===== src/design/fpvn_pkg.sv =====
package fpvn_pkg;

  // Fraction bits of the fixed-point format, inputs and results alike
  localparam int FracBits  = 16;
  localparam int HalfFrac  = FracBits / 2;

  localparam int CompW     = 32;
  localparam int NumComp   = 3;
  // A square of a 32-bit signed value is at most 2^62
  localparam int ProdW     = 63;
  // Three truncated squares stay below 2^(64 - FracBits)
  localparam int SumW      = 64 - FracBits;
  localparam int RootSteps = (SumW + 1) / 2;
  localparam int LenW      = RootSteps + HalfFrac;
  localparam int DivW      = CompW + FracBits;
  localparam int CntW      = $clog2(DivW + 1);

  // Largest power of four that a squared length can reach
  localparam logic [SumW-1:0] ProbeStart = SumW'(1) << (2 * (RootSteps - 1));

  typedef enum logic [2:0] {
    StIdle,
    StMul,
    StCheck,
    StRoot,
    StDivInit,
    StDiv,
    StFinish
  } fpvn_state_e;

  typedef struct packed {
    logic       load;
    logic       mul_en;
    logic       acc_en;
    logic [1:0] mul_sel;
    logic       root_init;
    logic       root_step;
    logic       div_init;
    logic       div_step;
    logic       out_load;
  } fpvn_cmd_t;

  typedef struct packed {
    logic sum_zero;
    logic out_free;
  } fpvn_sts_t;

endpackage


===== src/design/fpvn_ctrl.sv =====
module fpvn_ctrl (
  input  logic                 clk_i,
  input  logic                 rst_ni,
  input  logic                 in_valid_i,
  output logic                 in_ready_o,
  input  fpvn_pkg::fpvn_sts_t  sts_i,
  output fpvn_pkg::fpvn_cmd_t  cmd_o
);
  import fpvn_pkg::*;

  fpvn_state_e     state_q, state_d;
  logic [CntW-1:0] cnt_q, cnt_d;

  always_ff @(posedge clk_i or negedge rst_ni) begin
    if (!rst_ni) begin
      state_q <= StIdle;
      cnt_q   <= '0;
    end else begin
      state_q <= state_d;
      cnt_q   <= cnt_d;
    end
  end

  always_comb begin
    state_d = state_q;
    cnt_d   = cnt_q + CntW'(1);
    unique case (state_q)
      StIdle: begin
        cnt_d = '0;
        if (in_valid_i) state_d = StMul;
      end
      StMul: begin
        if (cnt_q == CntW'(NumComp)) state_d = StCheck;
      end
      StCheck: begin
        cnt_d   = '0;
        state_d = sts_i.sum_zero ? StFinish : StRoot;
      end
      StRoot: begin
        if (cnt_q == CntW'(RootSteps - 1)) state_d = StDivInit;
      end
      StDivInit: begin
        cnt_d   = '0;
        state_d = StDiv;
      end
      StDiv: begin
        if (cnt_q == CntW'(DivW - 1)) state_d = StFinish;
      end
      StFinish: begin
        cnt_d = '0;
        if (sts_i.out_free) state_d = StIdle;
      end
      default: begin
        state_d = StIdle;
      end
    endcase
  end

  always_comb begin
    cmd_o      = '0;
    in_ready_o = 1'b0;
    cmd_o.mul_sel = cnt_q[1:0];
    unique case (state_q)
      StIdle: begin
        in_ready_o = 1'b1;
        cmd_o.load = in_valid_i;
      end
      StMul: begin
        cmd_o.mul_en = (cnt_q < CntW'(NumComp));
        cmd_o.acc_en = (cnt_q != '0);
      end
      StCheck:   cmd_o.root_init = !sts_i.sum_zero;
      StRoot:    cmd_o.root_step = 1'b1;
      StDivInit: cmd_o.div_init  = 1'b1;
      StDiv:     cmd_o.div_step  = 1'b1;
      StFinish:  cmd_o.out_load  = sts_i.out_free;
      default: begin
        cmd_o = '0;
      end
    endcase
  end

endmodule


===== config.mk =====
export PLATFORM = sky130hd
export DESIGN_NAME = fpvn_ctrl
export DESIGN_NICKNAME = d
export VERILOG_FILES = /design/src/design/fpvn_pkg.sv /design/src/design/fpvn_ctrl.sv
export SDC_FILE = /design/constraint.sdc
export NUM_CORES = 1
export LEC_CHECK = 0
export BUFFER_PORTS_ARGS = -buffer_cell sky130_fd_sc_hd__buf_2
export CAP_MARGIN = 20
export CORE_MARGIN = 2
export CORE_UTILIZATION = 45
export DETAILED_ROUTE_END_ITERATION = 8
export PLACE_DENSITY = 0.72
export SLEW_MARGIN = 10
export SYNTH_ARGS = -nofsm -noshare
export SYNTH_HDL_FRONTEND = slang
export SYNTH_SLANG_ARGS = --single-unit

===== constraint.sdc =====
create_clock -name clk_i -period 1.7 [get_ports clk_i]
set_clock_uncertainty 0.1 [all_clocks]
set_input_delay 0.17 -clock clk_i [delete_from_list [all_inputs] [get_ports clk_i]]
set_output_delay 0.17 -clock clk_i [all_outputs]
set_load 0.02 [all_outputs]

## Yosys cells after proc, flatten, opt, wreduce, memory -nomap -nowiden

Cells that the tools add are included.

- Bits in registers: 9

- Add/sub/neg operators: 1
- Magnitude comparators: 1
- Equality and inequality tests: 14
- Multiplexer cells: 17
- Reduce and logical (&&, ||, !) cells: 6

Operator list:

| kind | count |
|---|---|
| 3-bit case mux with 7 select lines | 1 |
| 3-bit 2-to-1 mux | 6 |
| 2-bit inequality test, second input constant | 5 |
| 3-bit == test, second input constant | 3 |
| 1-bit 2-to-1 mux | 7 |
| 7-bit OR reduction | 1 |
| 6-bit by 1-bit adder with 6-bit output, second input constant | 1 |
| 3-bit by 2-bit == test with 1-bit output, second input constant | 2 |
| 6-bit by 2-bit == test with 1-bit output, second input constant | 1 |
| 6-bit by 5-bit == test with 1-bit output, second input constant | 1 |
| 6-bit == test, second input constant | 1 |
| 6-bit by 2-bit < comparator with 1-bit output, second input constant | 1 |
| 6-bit 2-to-1 mux | 1 |
| 6-bit nonzero test | 1 |
| 5-bit AND reduction | 1 |
| 2-bit 2-to-1 mux | 2 |
| 4-bit OR reduction | 1 |
| 3-bit by 1-bit == test with 1-bit output, second input constant | 1 |
| 3-bit logical NOT | 1 |
| 1-bit logical NOT | 1 |

## Longest topological paths before layout

Gate-level depths: netlist (run 1).

- Depth after elaboration: 3
- Depth in mapped cells: 5
- Depth with buffers taken out: 5

## Worst setup path after synthesis (run 1)

Ideal clock, no wire load.

- Path kind: reg2out
- Start point: reg state_q[0]
- End point: out cmd_o[8] (netlist bit)
- Arrival: 1.504 ns
- Required time: 1.430 ns
- Path slack: -0.074 ns
- Cell stages (with the launch flop): 4
- Path buffers: 1
- Path through: dfrtp_1 buf_2 or3b_2 nor3b_1

RTL lines:

| item | line | source |
|---|---|---|
| start, declared | fpvn_ctrl.sv:11 | `fpvn_state_e state_q, state_d;` |
| start signal, assigned | fpvn_ctrl.sv:16 | `state_q <= StIdle;` |
| start signal, assigned | fpvn_ctrl.sv:19 | `state_q <= state_d;` |
| end, declared | fpvn_ctrl.sv:7 | `output fpvn_pkg::fpvn_cmd_t cmd_o` |

## Worst setup path after layout (run 1)

- Start point: reg state_q[2]
- End point: reg state_q[0]

- Longest elaborated chain between the ends: 3

RTL lines:

| item | line | source |
|---|---|---|
| 3-bit == test (tied with other cells) | fpvn_ctrl.sv:27 | `unique case (state_q)` |
| 2-bit inequality test (no source line) | -- |  |
| 5-bit AND reduction (no source line) | -- |  |

Parallel ways exist; a longest one is shown, timed or not.
A chain may end at the register's enable or synchronous reset.

==> out/qor.yml, run 1 <==
final_layout:
  post_route_cells_drive_above_1_share_pct: 40.0
  layout.cells.non_filler: 110
  final_area_um2: 841
  final_core_util_pct: 64.6
  antenna_cells: 0
  n_fill_cell: 115
  final_net_count: 103
  area_growth_pct: 32.8
drt:
  first_pass_iters: 3
  remaining_drc_errors: 0
  drtIter0Drc: 5
  postRouteAntennaNets: 0
  wl_per_cell_um: 12.8
  routed_wl_um: 1410
  via_per_inst: 5.41
  vias: 595
synthesis:
  synth-seq-cells: 9
  post_synth.cell_area_avg_um2: 8.79
  yosysWarnings: 0
  synth_edf_count: 0
  asyncSetResetFlopFracSynth_pct: 100
  synth_area_um2: 633
  synth_nets: 79
  yosysUniqueCellTypes: 34
  syn_inst: 72
  yosys_most_used_dff: "dfrtp_1"
  ys_seq_area_share_pct: 35.6
setup_path:
  reg2reg_depth: 5
  crit_path_start_kind: "register"
  end_kind: "register"
  cp_max_fo: 3
  rr_startpoint: "state_q[2]"
  cp-endpoint: "state_q[0]"
  r2r_slack_ns: 0.01
  startpoint: "state_q[2]"
  reg2reg_to: "state_q[0]"
  criticalPathCategory: "reg2reg"
  cp_data_arrival_time_ns: 1.75
  crit_required_ns: 1.76
clock_network:
  h-tree-depth: 1
  clock-sinks: 9
  clockBufferDepth: 2
  cts_tree: "yes"
  clkLatencyLatePin_ns: 0.27
  clk_pin_slew_ns: 0.06
  root_buffer: "clkbuf_4"
  cts_buffers: 3
grt:
  grt_start_max_net_pins: 21
  grt_overflow: 0
  grt_pass1_vias: 512
  antenna_found_initial: 0
  grt_pass1_wl_um: 2340
  grt_usage_pct: 18.4
sta:
  max-slew-margin-rel_pct: 84.0
  min_period_over_period_pct: 99.3
  rsz0062_at_grt: "yes"
  worst_pin_slew_ns: 0.241
  fmax_ghz: 0.592
  fin_setup_tns_ns: 0
  hold_viol_final: 0
  final_max_slew_viol_count: 0
  final-setup-viol-count: 0
  finalWorstSetupSlack_ns: 0.0120
  hold_slack_ns: 0.114
  fin_crit_ns: 1.69
placement:
  dpl-instance-area_um2: 743
  finalWeightedCongestion: 0.763
  place_inst: 102
  pre_cts_ws_ns: 0.111
  dp.final_hpwl_um: 939
  io_buffers: 15
die:
  core_area_um2: 1300
  die_y_um: 41.5
  fp-row-count: 13
  die_area_um2: 1720
  initial_core_util_pct: 48.7
  io_pins: 16
  die_w_um: 41.5
run_status:
  status: "complete, no violations"
run:
  maxCapViolCount: 0
power_and_ir_drop:
  powerDensity_nw_per_um2: 1750
  p_leak_nw: 0.400
  power_mw: 1.48
  ir_drop_uv: 1040
min_path:
  min_path_type: "in2reg"
critical path: stages (launching register included):
cell and delay, ns:
dfrtp_1 0.41, buf_4 0.15, or4_4 0.53, a21oi_2 0.18, nor2_1 0.05, o22a_1 0.15
cells in the final DEF (no fill, tap or decap), types with 2 or more instances in the layout:
cell / instances
nand2_1: 5
ha_1: 2
nor2_1: 5
nor2b_1: 3
buf_2: 13
clkbuf_4: 3
dfrtp_2: 3
nand3_1: 5
xnor2_1: 3
buf_4: 10
nor3_1: 2
inv_1: 4
dfrtp_1: 6
and2_1: 7
state kept, by name (all words and copies together), names as in the netlist:
name,count
cnt_q,6
state_q,3
layer usage:
layer,up-vias,part of all wire [%],global-route usage (%)
met5,-,0,0
met4,0,2.1,11.6
met3,5,5.0,6.52
met2,11,48,26.9
met1,282,45,22.8
li1,297,-,-
logic make-up (layout without fill, tap and decap cells):
logic type	after synthesis	after routing	share of synthesized area [%]
simple gates	39	39	37.0
compound gates	9	9	10.7
flops	9	9	35.6
buf+inv	9	32	7.31
xor+xnor	4	4	5.53
fa+ha+maj	2	2	3.95
cell type report:
| cell class | instances | area (um2) | share of cell area, % |
|---|---|---|---|
| clock buffers | 4 | 26.3 | 3.13 |
| inverters | 4 | 15.0 | 1.79 |
| multi-input cells | 54 | 402 | 47.8 |
| flip-flops and latches | 9 | 229 | 27.2 |
| well taps | 15 | 18.8 | 2.23 |
| repair buffers | 24 | 150 | 17.9 |
where the power goes:
part	total, mW	leakage [nW]	internal, mW	switching (mW)
registers	0.370	0.112	0.291	0.0794
logic	0.930	0.273	0.444	0.486
clock network	0.175	0.0150	0.0910	0.0838
synth_stat cells (2+ instances only):
cell type,n,area [um2]
clkbuf_1,2,7.51
nand2_1,5,18.8
nor2b_1,3,18.8
xnor2_1,3,26.3
inv_1,4,15.0
and2_1,7,43.8
nor3_1,3,15.0
dfrtp_1,9,225
nor2_1,5,18.8
nor3b_1,2,15.0
ha_1,2,25.0
nand3_1,5,25.0
worst min path at each step:
stage          cells past startpoint     start  slack, ns          to
2_1_floorplan                      0    rst_ni      -0.23    cnt_q[0]
3_3_place_gp                       1    rst_ni      -0.07    cnt_q[5]
3_5_place_dp                       1    rst_ni      -0.06  state_q[1]
4_1_cts                            4  sts_i[0]       0.12  state_q[1]
5_1_grt                            4  sts_i[0]       0.13  state_q[1]
6_report                           4  sts_i[0]       0.11  state_q[1]
repair_timing:
| item | CTS | global route |
|---|---|---|
| pin swaps | 0 | 3 |
| gates cloned | 0 | 0 |
| resized for setup | 3 | 7 |
| buffers inserted | 1 | 2 |
| setup endpoints to repair | 2 | 6 |
| hold endpoints to repair | 9 | 0 |
| hold buffers | 1 | 0 |
Power figures use the tool's default switching activity.
==> run 2: changes to the inputs <==
--- a/config.mk
+++ b/config.mk
@@ -9,6 +9,7 @@
 export CAP_MARGIN = 20
 export CORE_MARGIN = 2
 export CORE_UTILIZATION = 45
+export CTS_BUF_LIST = sky130_fd_sc_hd__clkbuf_8
 export DETAILED_ROUTE_END_ITERATION = 8
 export PLACE_DENSITY = 0.72
 export SLEW_MARGIN = 10
==> out/qor.yml, run 2 (synthesis results as in run 1) <==
drt:
  first_pass_iters: 3  # unchanged
  via_per_inst: 5.33  # -1.5%
  drtIter0Drc: 11  # +6
  routed_wl_um: 1390  # -1.4%
  postRouteAntennaNets: 0  # unchanged
  wl_met1_um: 630  # +0.16%
  vias: 586  # -1.5%
  dr_wl_met2_um: 657  # -2.4%
  remaining_drc_errors: 0  # unchanged
  met3_length_um: 55  # -21%
  wl_per_cell_um: 12.6  # -1.4%
  highest_layer: "met4"
final_layout:
  n_fill_cell: 113  # -1.7%
  area_growth_pct: 33.2
  layout_commonest_cell: "buf_2"
  reg_top3: "cnt_q x6, state_q x3"
  final_net_count: 103  # unchanged
  final_area_um2: 843  # +0.30%
  final_core_util_pct: 64.8  # +0.19 points
  antenna_cells: 0  # unchanged
  layout.cells.non_filler: 110  # unchanged
  post_route_cells_drive_above_1_share_pct: 37.9  # -2.1 points
  top_register: "cnt_q"
  largest_reg_flops: 6  # unchanged
  final_cell_mix: "buf_2, buf_4, and2_1, dfrtp_1"
setup_path:
  slowest_delay_ns: 0.52  # about the same
  cp_max_fo: 4  # +1
  cp_data_arrival_time_ns: 1.68  # -0.07 ns
  slowest_stage: "or4_4"
  end_kind: "register"
  crit_path_start_kind: "register"
  path_delay_family: "simple AND/OR/NAND/NOR gates"
  crit_required_ns: 1.73  # -0.03 ns
  crit_chain: "buf_4 > or4_4 > a21oi_2 > nor2_1 > o22a_1"
  criticalPathCategory: "reg2reg"
  cp_num_buf_inv: 1  # unchanged
  r2r_slack_ns: 0.04  # +0.03 ns
placement:
  dpl-instance-area_um2: 743  # unchanged
  dp.final_hpwl_um: 939  # unchanged
  finalWeightedCongestion: 0.763  # unchanged
  io_buffers: 15  # unchanged
  place_inst: 102  # unchanged
grt:
  grt_overflow: 0  # unchanged
  antenna_found_initial: 0  # unchanged
  grt_pass1_vias: 526  # +2.7%
  grt_start_max_net_pins: 21  # unchanged
  grt_pass1_wl_um: 2360  # +0.86%
  grt_usage_pct: 18.3  # -0.091 points
sta:
  rsz0062_at_grt: "yes"
  final-setup-viol-count: 0  # unchanged
  min_period_over_period_pct: 97.5  # -1.8 points
  worst_pin_slew_ns: 0.283  # +0.0421 ns
  final_max_slew_viol_count: 0  # unchanged
  hold_viol_final: 0  # unchanged
  fin_crit_ns: 1.66  # -0.0310 ns
  fmax_ghz: 0.604  # +1.9%
  hold_slack_ns: 0.150  # +0.0364 ns
  max-slew-margin-rel_pct: 81.2  # -2.8 points
die:
  die_w_um: 41.5  # unchanged
  io_pins: 16  # unchanged
  die_y_um: 41.5  # unchanged
  fp-row-count: 13  # unchanged
  core_area_um2: 1300  # unchanged
  die_area_um2: 1720  # unchanged
  initial_core_util_pct: 48.7  # unchanged
clock_network:
  root_buffer: "clkbuf_8"
  clockBufferDepth: 2  # unchanged
  clkLatencyLatePin_ns: 0.24  # -0.03 ns
  clk_pin_slew_ns: 0.05  # about the same
  cts_tree: "yes"
  clock-sinks: 9  # unchanged
  cts_buffers: 3  # unchanged
  h-tree-depth: 1  # unchanged
min_path:
  min_path_type: "in2reg"
power_and_ir_drop:
  powerDensity_nw_per_um2: 1790  # +2.2%
  ir_drop_uv: 1060  # +1.3%
  p_leak_nw: 0.411  # +2.8%
  power_mw: 1.51  # +2.5%
run:
  maxCapViolCount: 0  # unchanged
run_status:
  status: "complete, no violations"
-- run 2: worst paths after layout --
| kind | to | start | cells past startpoint |
|---|---|---|---|
| worst max-delay path | state_q[0] | state_q[2] | 5 |
| worst min-delay path | state_q[1] | sts_i[0] | 4 |
| worst max register to register | state_q[0] | state_q[2] | 5 |
| worst min register to register | cnt_q[0] | cnt_q[0] | 2 |
| max in group asynchronous | cnt_q[0] | rst_ni | 2 |
| min in group asynchronous | cnt_q[5] | rst_ni | 2 |
-- run 2: per-layer routing --
| layer | track usage (%) | up-vias |
|---|---|---|
| met5 | 0 | - |
| met4 | 9.68 | 0 |
| met3 | 6.52 | 4 |
| met2 | 27.5 | 11 |
| met1 | 22.8 | 277 |
| li1 | - | 294 |
-- run 2: timing repair --
action | 4_1_cts | 5_1_grt
hold buffers | 1 | 0
pin swaps | 0 | 3
gates resized for setup | 2 | 4
setup endpoints to repair | 2 | 5
hold endpoints to repair | 9 | 0
gates cloned | 0 | 0
buffers inserted | 0 | 3
-- run 2: worst reg2reg max path, stage by stage (launching register included) --
cell and delay, ns:
dfrtp_1 0.41, buf_4 0.15, or4_4 0.52, a21oi_2 0.15
nor2_1 0.05, o22a_1 0.15
-- run 2: report_power, final --
part	switching [mW]	internal [mW]	leakage, nW
sequential	0.0828	0.290	0.113
clock	0.0935	0.158	0.0269
combinational	0.464	0.424	0.271
-- run 2: cell type report --
class                      instances  area (um2)  area share [%]
clock buffer                       3        41.3            4.90
clock inverter                     1        3.75           0.445
inverter                           4        15.0            1.78
multi-input combinational         54         389            46.1
sequential                         9         228            27.0
tap                               15        18.8            2.23
timing repair buffer              24         148            17.5
-- run 2: metrics by stage --
step	setup TNS [ns]	setup WS, ns
CTS	0	0.0200
finish	0	0.0430
floorplan	0	0.0134
detailed placement	0	0.111
global route	-0.00493	-0.00493
global placement	0	0.118
==> run 3: changes to the inputs <==
--- a/config.mk
+++ b/config.mk
@@ -5,6 +5,7 @@
 export SDC_FILE = /design/constraint.sdc
 export NUM_CORES = 1
 export LEC_CHECK = 0
+export ABC_AREA = 1
 export BUFFER_PORTS_ARGS = -buffer_cell sky130_fd_sc_hd__buf_2
 export CAP_MARGIN = 20
 export CORE_MARGIN = 2
==> out/qor.yml, run 3 <==
run_status:
  status: "complete, no violations"
sta:
  final_max_slew_viol_count: 0  # unchanged
  fmax_ghz: 0.602  # -0.26%
  min_period_over_period_pct: 97.7  # +0.25 points
  hold_slack_ns: 0.200  # +0.0495 ns
  hold_viol_final: 0  # unchanged
  max-slew-margin-rel_pct: 82.7  # +1.6 points
  rsz0062_at_grt: "yes"
  final-setup-viol-count: 0  # unchanged
  worst_pin_slew_ns: 0.256  # -0.0262 ns
  fin_crit_ns: 1.66  # +0.00429 ns
setup_path:
  startpoint: "cnt_q[1]"
  cp_num_buf_inv: 1  # unchanged
  slowest_stage: "dfrtp_2"
  rr_startpoint: "cnt_q[1]"
  cp_data_arrival_time_ns: 1.39  # -0.29 ns
  crit_chain: "ha_4 > nand3_2 > nand2_2 > nor4_2 > buf_4"
  crit_path_start_kind: "register"
  criticalPathCategory: "reg2out"
  end_kind: "primary output"
  r2r_slack_ns: 0.24  # +0.20 ns
  crit_required_ns: 1.43  # -0.30 ns
  cp_max_fo: 5  # +1
  reg2reg_depth: 8  # +3
  path_delay_family: "flip-flops"
  reg2reg_to: "state_q[2]"
  slowest_delay_ns: 0.45  # -0.07 ns
synthesis:
  synth-seq-cells: 9  # unchanged
  synth_area_um2: 668  # +5.5%
  synth_nets: 103  # +30%
  yosysUniqueCellTypes: 21  # -38%
  syn_inst: 96  # +33%
  yosysMostFrequentCell: "nand2_1"
  synth_area_leaders: "dfrtp_1, nand2_1, nand3_1"
  asyncSetResetFlopFracSynth_pct: 100  # unchanged
  ys_seq_area_share_pct: 33.7  # -1.9 points
  synth_edf_count: 0  # unchanged
  post_synth.cell_area_avg_um2: 6.96  # -21%
  yosysWarnings: 0  # unchanged
  synth_top_cell_by_area: "dfrtp_1"
  ys_top_cells_by_count: "nand2_1, inv_1, nand3_1"
  synth_top_area_share_pct: 33.7  # -1.9 points
  yosys_most_used_dff: "dfrtp_1"
final_layout:
  reg_top3: "cnt_q x6, state_q x3"
  post_route_cells_drive_above_1_share_pct: 41.0  # +3.1 points
  area_growth_pct: 30.0
  n_fill_cell: 111  # -1.8%
  layout.cells.non_filler: 132  # +20%
  final_net_count: 125  # +21%
  final_cell_mix: "nand2_1, inv_1, buf_2"
  largest_reg_flops: 6  # unchanged
  layout_commonest_cell: "nand2_1"
  antenna_cells: 0  # unchanged
  top_register: "cnt_q"
clock_network:
  h-tree-depth: 1  # unchanged
  clock-sinks: 9  # unchanged
  cts_tree: "yes"
  root_buffer: "clkbuf_8"
  clkLatencyLatePin_ns: 0.23  # about the same
  clockBufferDepth: 2  # unchanged
  cts_buffers: 3  # unchanged
  clk_pin_slew_ns: 0.05  # about the same
die:
  core_area_um2: 1350  # +3.7%
  die_area_um2: 1810  # +5.0%
  fp-row-count: 13  # unchanged
  die_w_um: 42.5  # +2.5%
  die_y_um: 42.5  # +2.5%
  io_pins: 16  # unchanged
  initial_core_util_pct: 49.5  # +0.84 points
grt:
  grt_pass1_vias: 627  # +19%
  antenna_found_initial: 0  # unchanged
  grt_start_max_net_pins: 10  # -52%
  grt_use_met2_pct: 29.5  # +2.0 points
  grt_usage_pct: 18.9  # +0.61 points
  met1_usage_pct: 25.5  # +2.6 points
  grt_overflow: 0  # unchanged
  grt_pass1_wl_um: 2620  # +11%
  grt.busiest_layer: "met2"
  grt_use_met3_pct: 2.59  # -3.9 points
drt:
  vias: 664  # +13%
  wl_per_cell_um: 12.0  # -4.9%
  first_pass_iters: 4  # +1
  routed_wl_um: 1580  # +14%
  postRouteAntennaNets: 0  # unchanged
  via_per_inst: 5.03  # -5.6%
  remaining_drc_errors: 0  # unchanged
  drtIter0Drc: 17  # +6
placement:
  io_buffers: 15  # unchanged
  finalWeightedCongestion: 0.848  # +11%
  dp.final_hpwl_um: 1120  # +19%
  place_inst: 124  # +22%
run:
  maxCapViolCount: 0  # unchanged
min_path:
  whs_endpoint: "state_q[0]"
  min_path_type: "in2reg"
  hold_start: "sts_i[1]"
  hold_depth: 4  # unchanged
power_and_ir_drop:
  ir_drop_uv: 925  # -13%
  p_leak_nw: 0.484  # +18%
  powerDensity_nw_per_um2: 1740  # -3.3%
  power_mw: 1.51  # -0.39%
==> run 3: cell count changes in the layout (fill, tap and decap cells not counted), moves of 4 or more <==
cell	delta
nand3_1	+5
nor2_1	+4
nand2_1	+12
and2_1	-7
inv_1	+10
inv_2	+4
nand2_2	+5
buf_4	-4
==> run 3: tightest hold or removal path, delay by kind of cell <==
| family | cells | cell delay, ns |
|---|---|---|
| AOI/OAI and AO/OA | 1 | 0.09 |
| buffers and inverters | 1 | 0.10 |
| and+or+nand+nor | 2 | 0.13 |
==> run 3: layer usage <==
metal	vias up	part of all wire [%]
met1	302	44
li1	340	-
met4	0	0
met3	0	5.4
met5	-	0
met2	22	50
==> run 3: where the power goes <==
group / switching, mW / total (mW) / leakage, nW / internal (mW)
sequential: 0.109 / 0.390 / 0.113 / 0.281
clock: 0.0842 / 0.242 / 0.0269 / 0.157
combinational: 0.539 / 0.876 / 0.344 / 0.336
==> run 3: repair_timing <==
| item | CTS | global route |
|---|---|---|
| setup endpoints to repair | 1 | 3 |
| pin swaps | 0 | 4 |
| resized for setup | 2 | 11 |
| gates cloned | 0 | 0 |
| hold buffers | 1 | 0 |
| endpoints found under the hold margin | 9 | 0 |
| setup buffers | 2 | 1 |
==> run 3: worst max-delay path by stage <==
stage	endpoint	slack, ns	cells past startpoint
2_1_floorplan	cmd_o[0]	0.17	2
3_3_place_gp	state_q[2]	0.19	8
3_5_place_dp	state_q[1]	0.17	8
4_1_cts	cmd_o[8]	0.03	5
5_1_grt	cmd_o[8]	-0.03	6
6_report	cmd_o[8]	0.04	5
==> run 3: cell type report <==
class	count	area [um2]	share of cell area, %
clock buffers	3	41.3	4.76
clock inverters	1	3.75	0.432
inverters	19	73.8	8.50
multi-input cells	65	382	43.9
flip-flops and latches	9	231	26.7
well taps	15	18.8	2.16
repair buffers	20	118	13.5
==> run 3: through the flow <==
stage	worst slack [ns]	utilization [%]	TNS, ns	instance area [um2]
6_report	0.0387	64.3	0	868
5_1_grt	-0.0325	64.3	-0.0325	868
4_1_cts	0.0257	61.0	0	823
3_5_place_dp	0.169	55.5	0	749
3_3_place_gp	0.190	55.5	0	749
2_1_floorplan	0.170	-	0	674
==> run 3: cell families after synthesis <==
logic type                 count (synthesis)  synth area share [%]
AOI/OAI and AO/OA                          6                  4.49
DFF                                        9                  33.7
xor gates and xnor gates                   1                  1.31
and+or+nand+nor                           56                  41.8
adders and majority gates                  2                  3.74
buffers and inverters                     22                  15.0
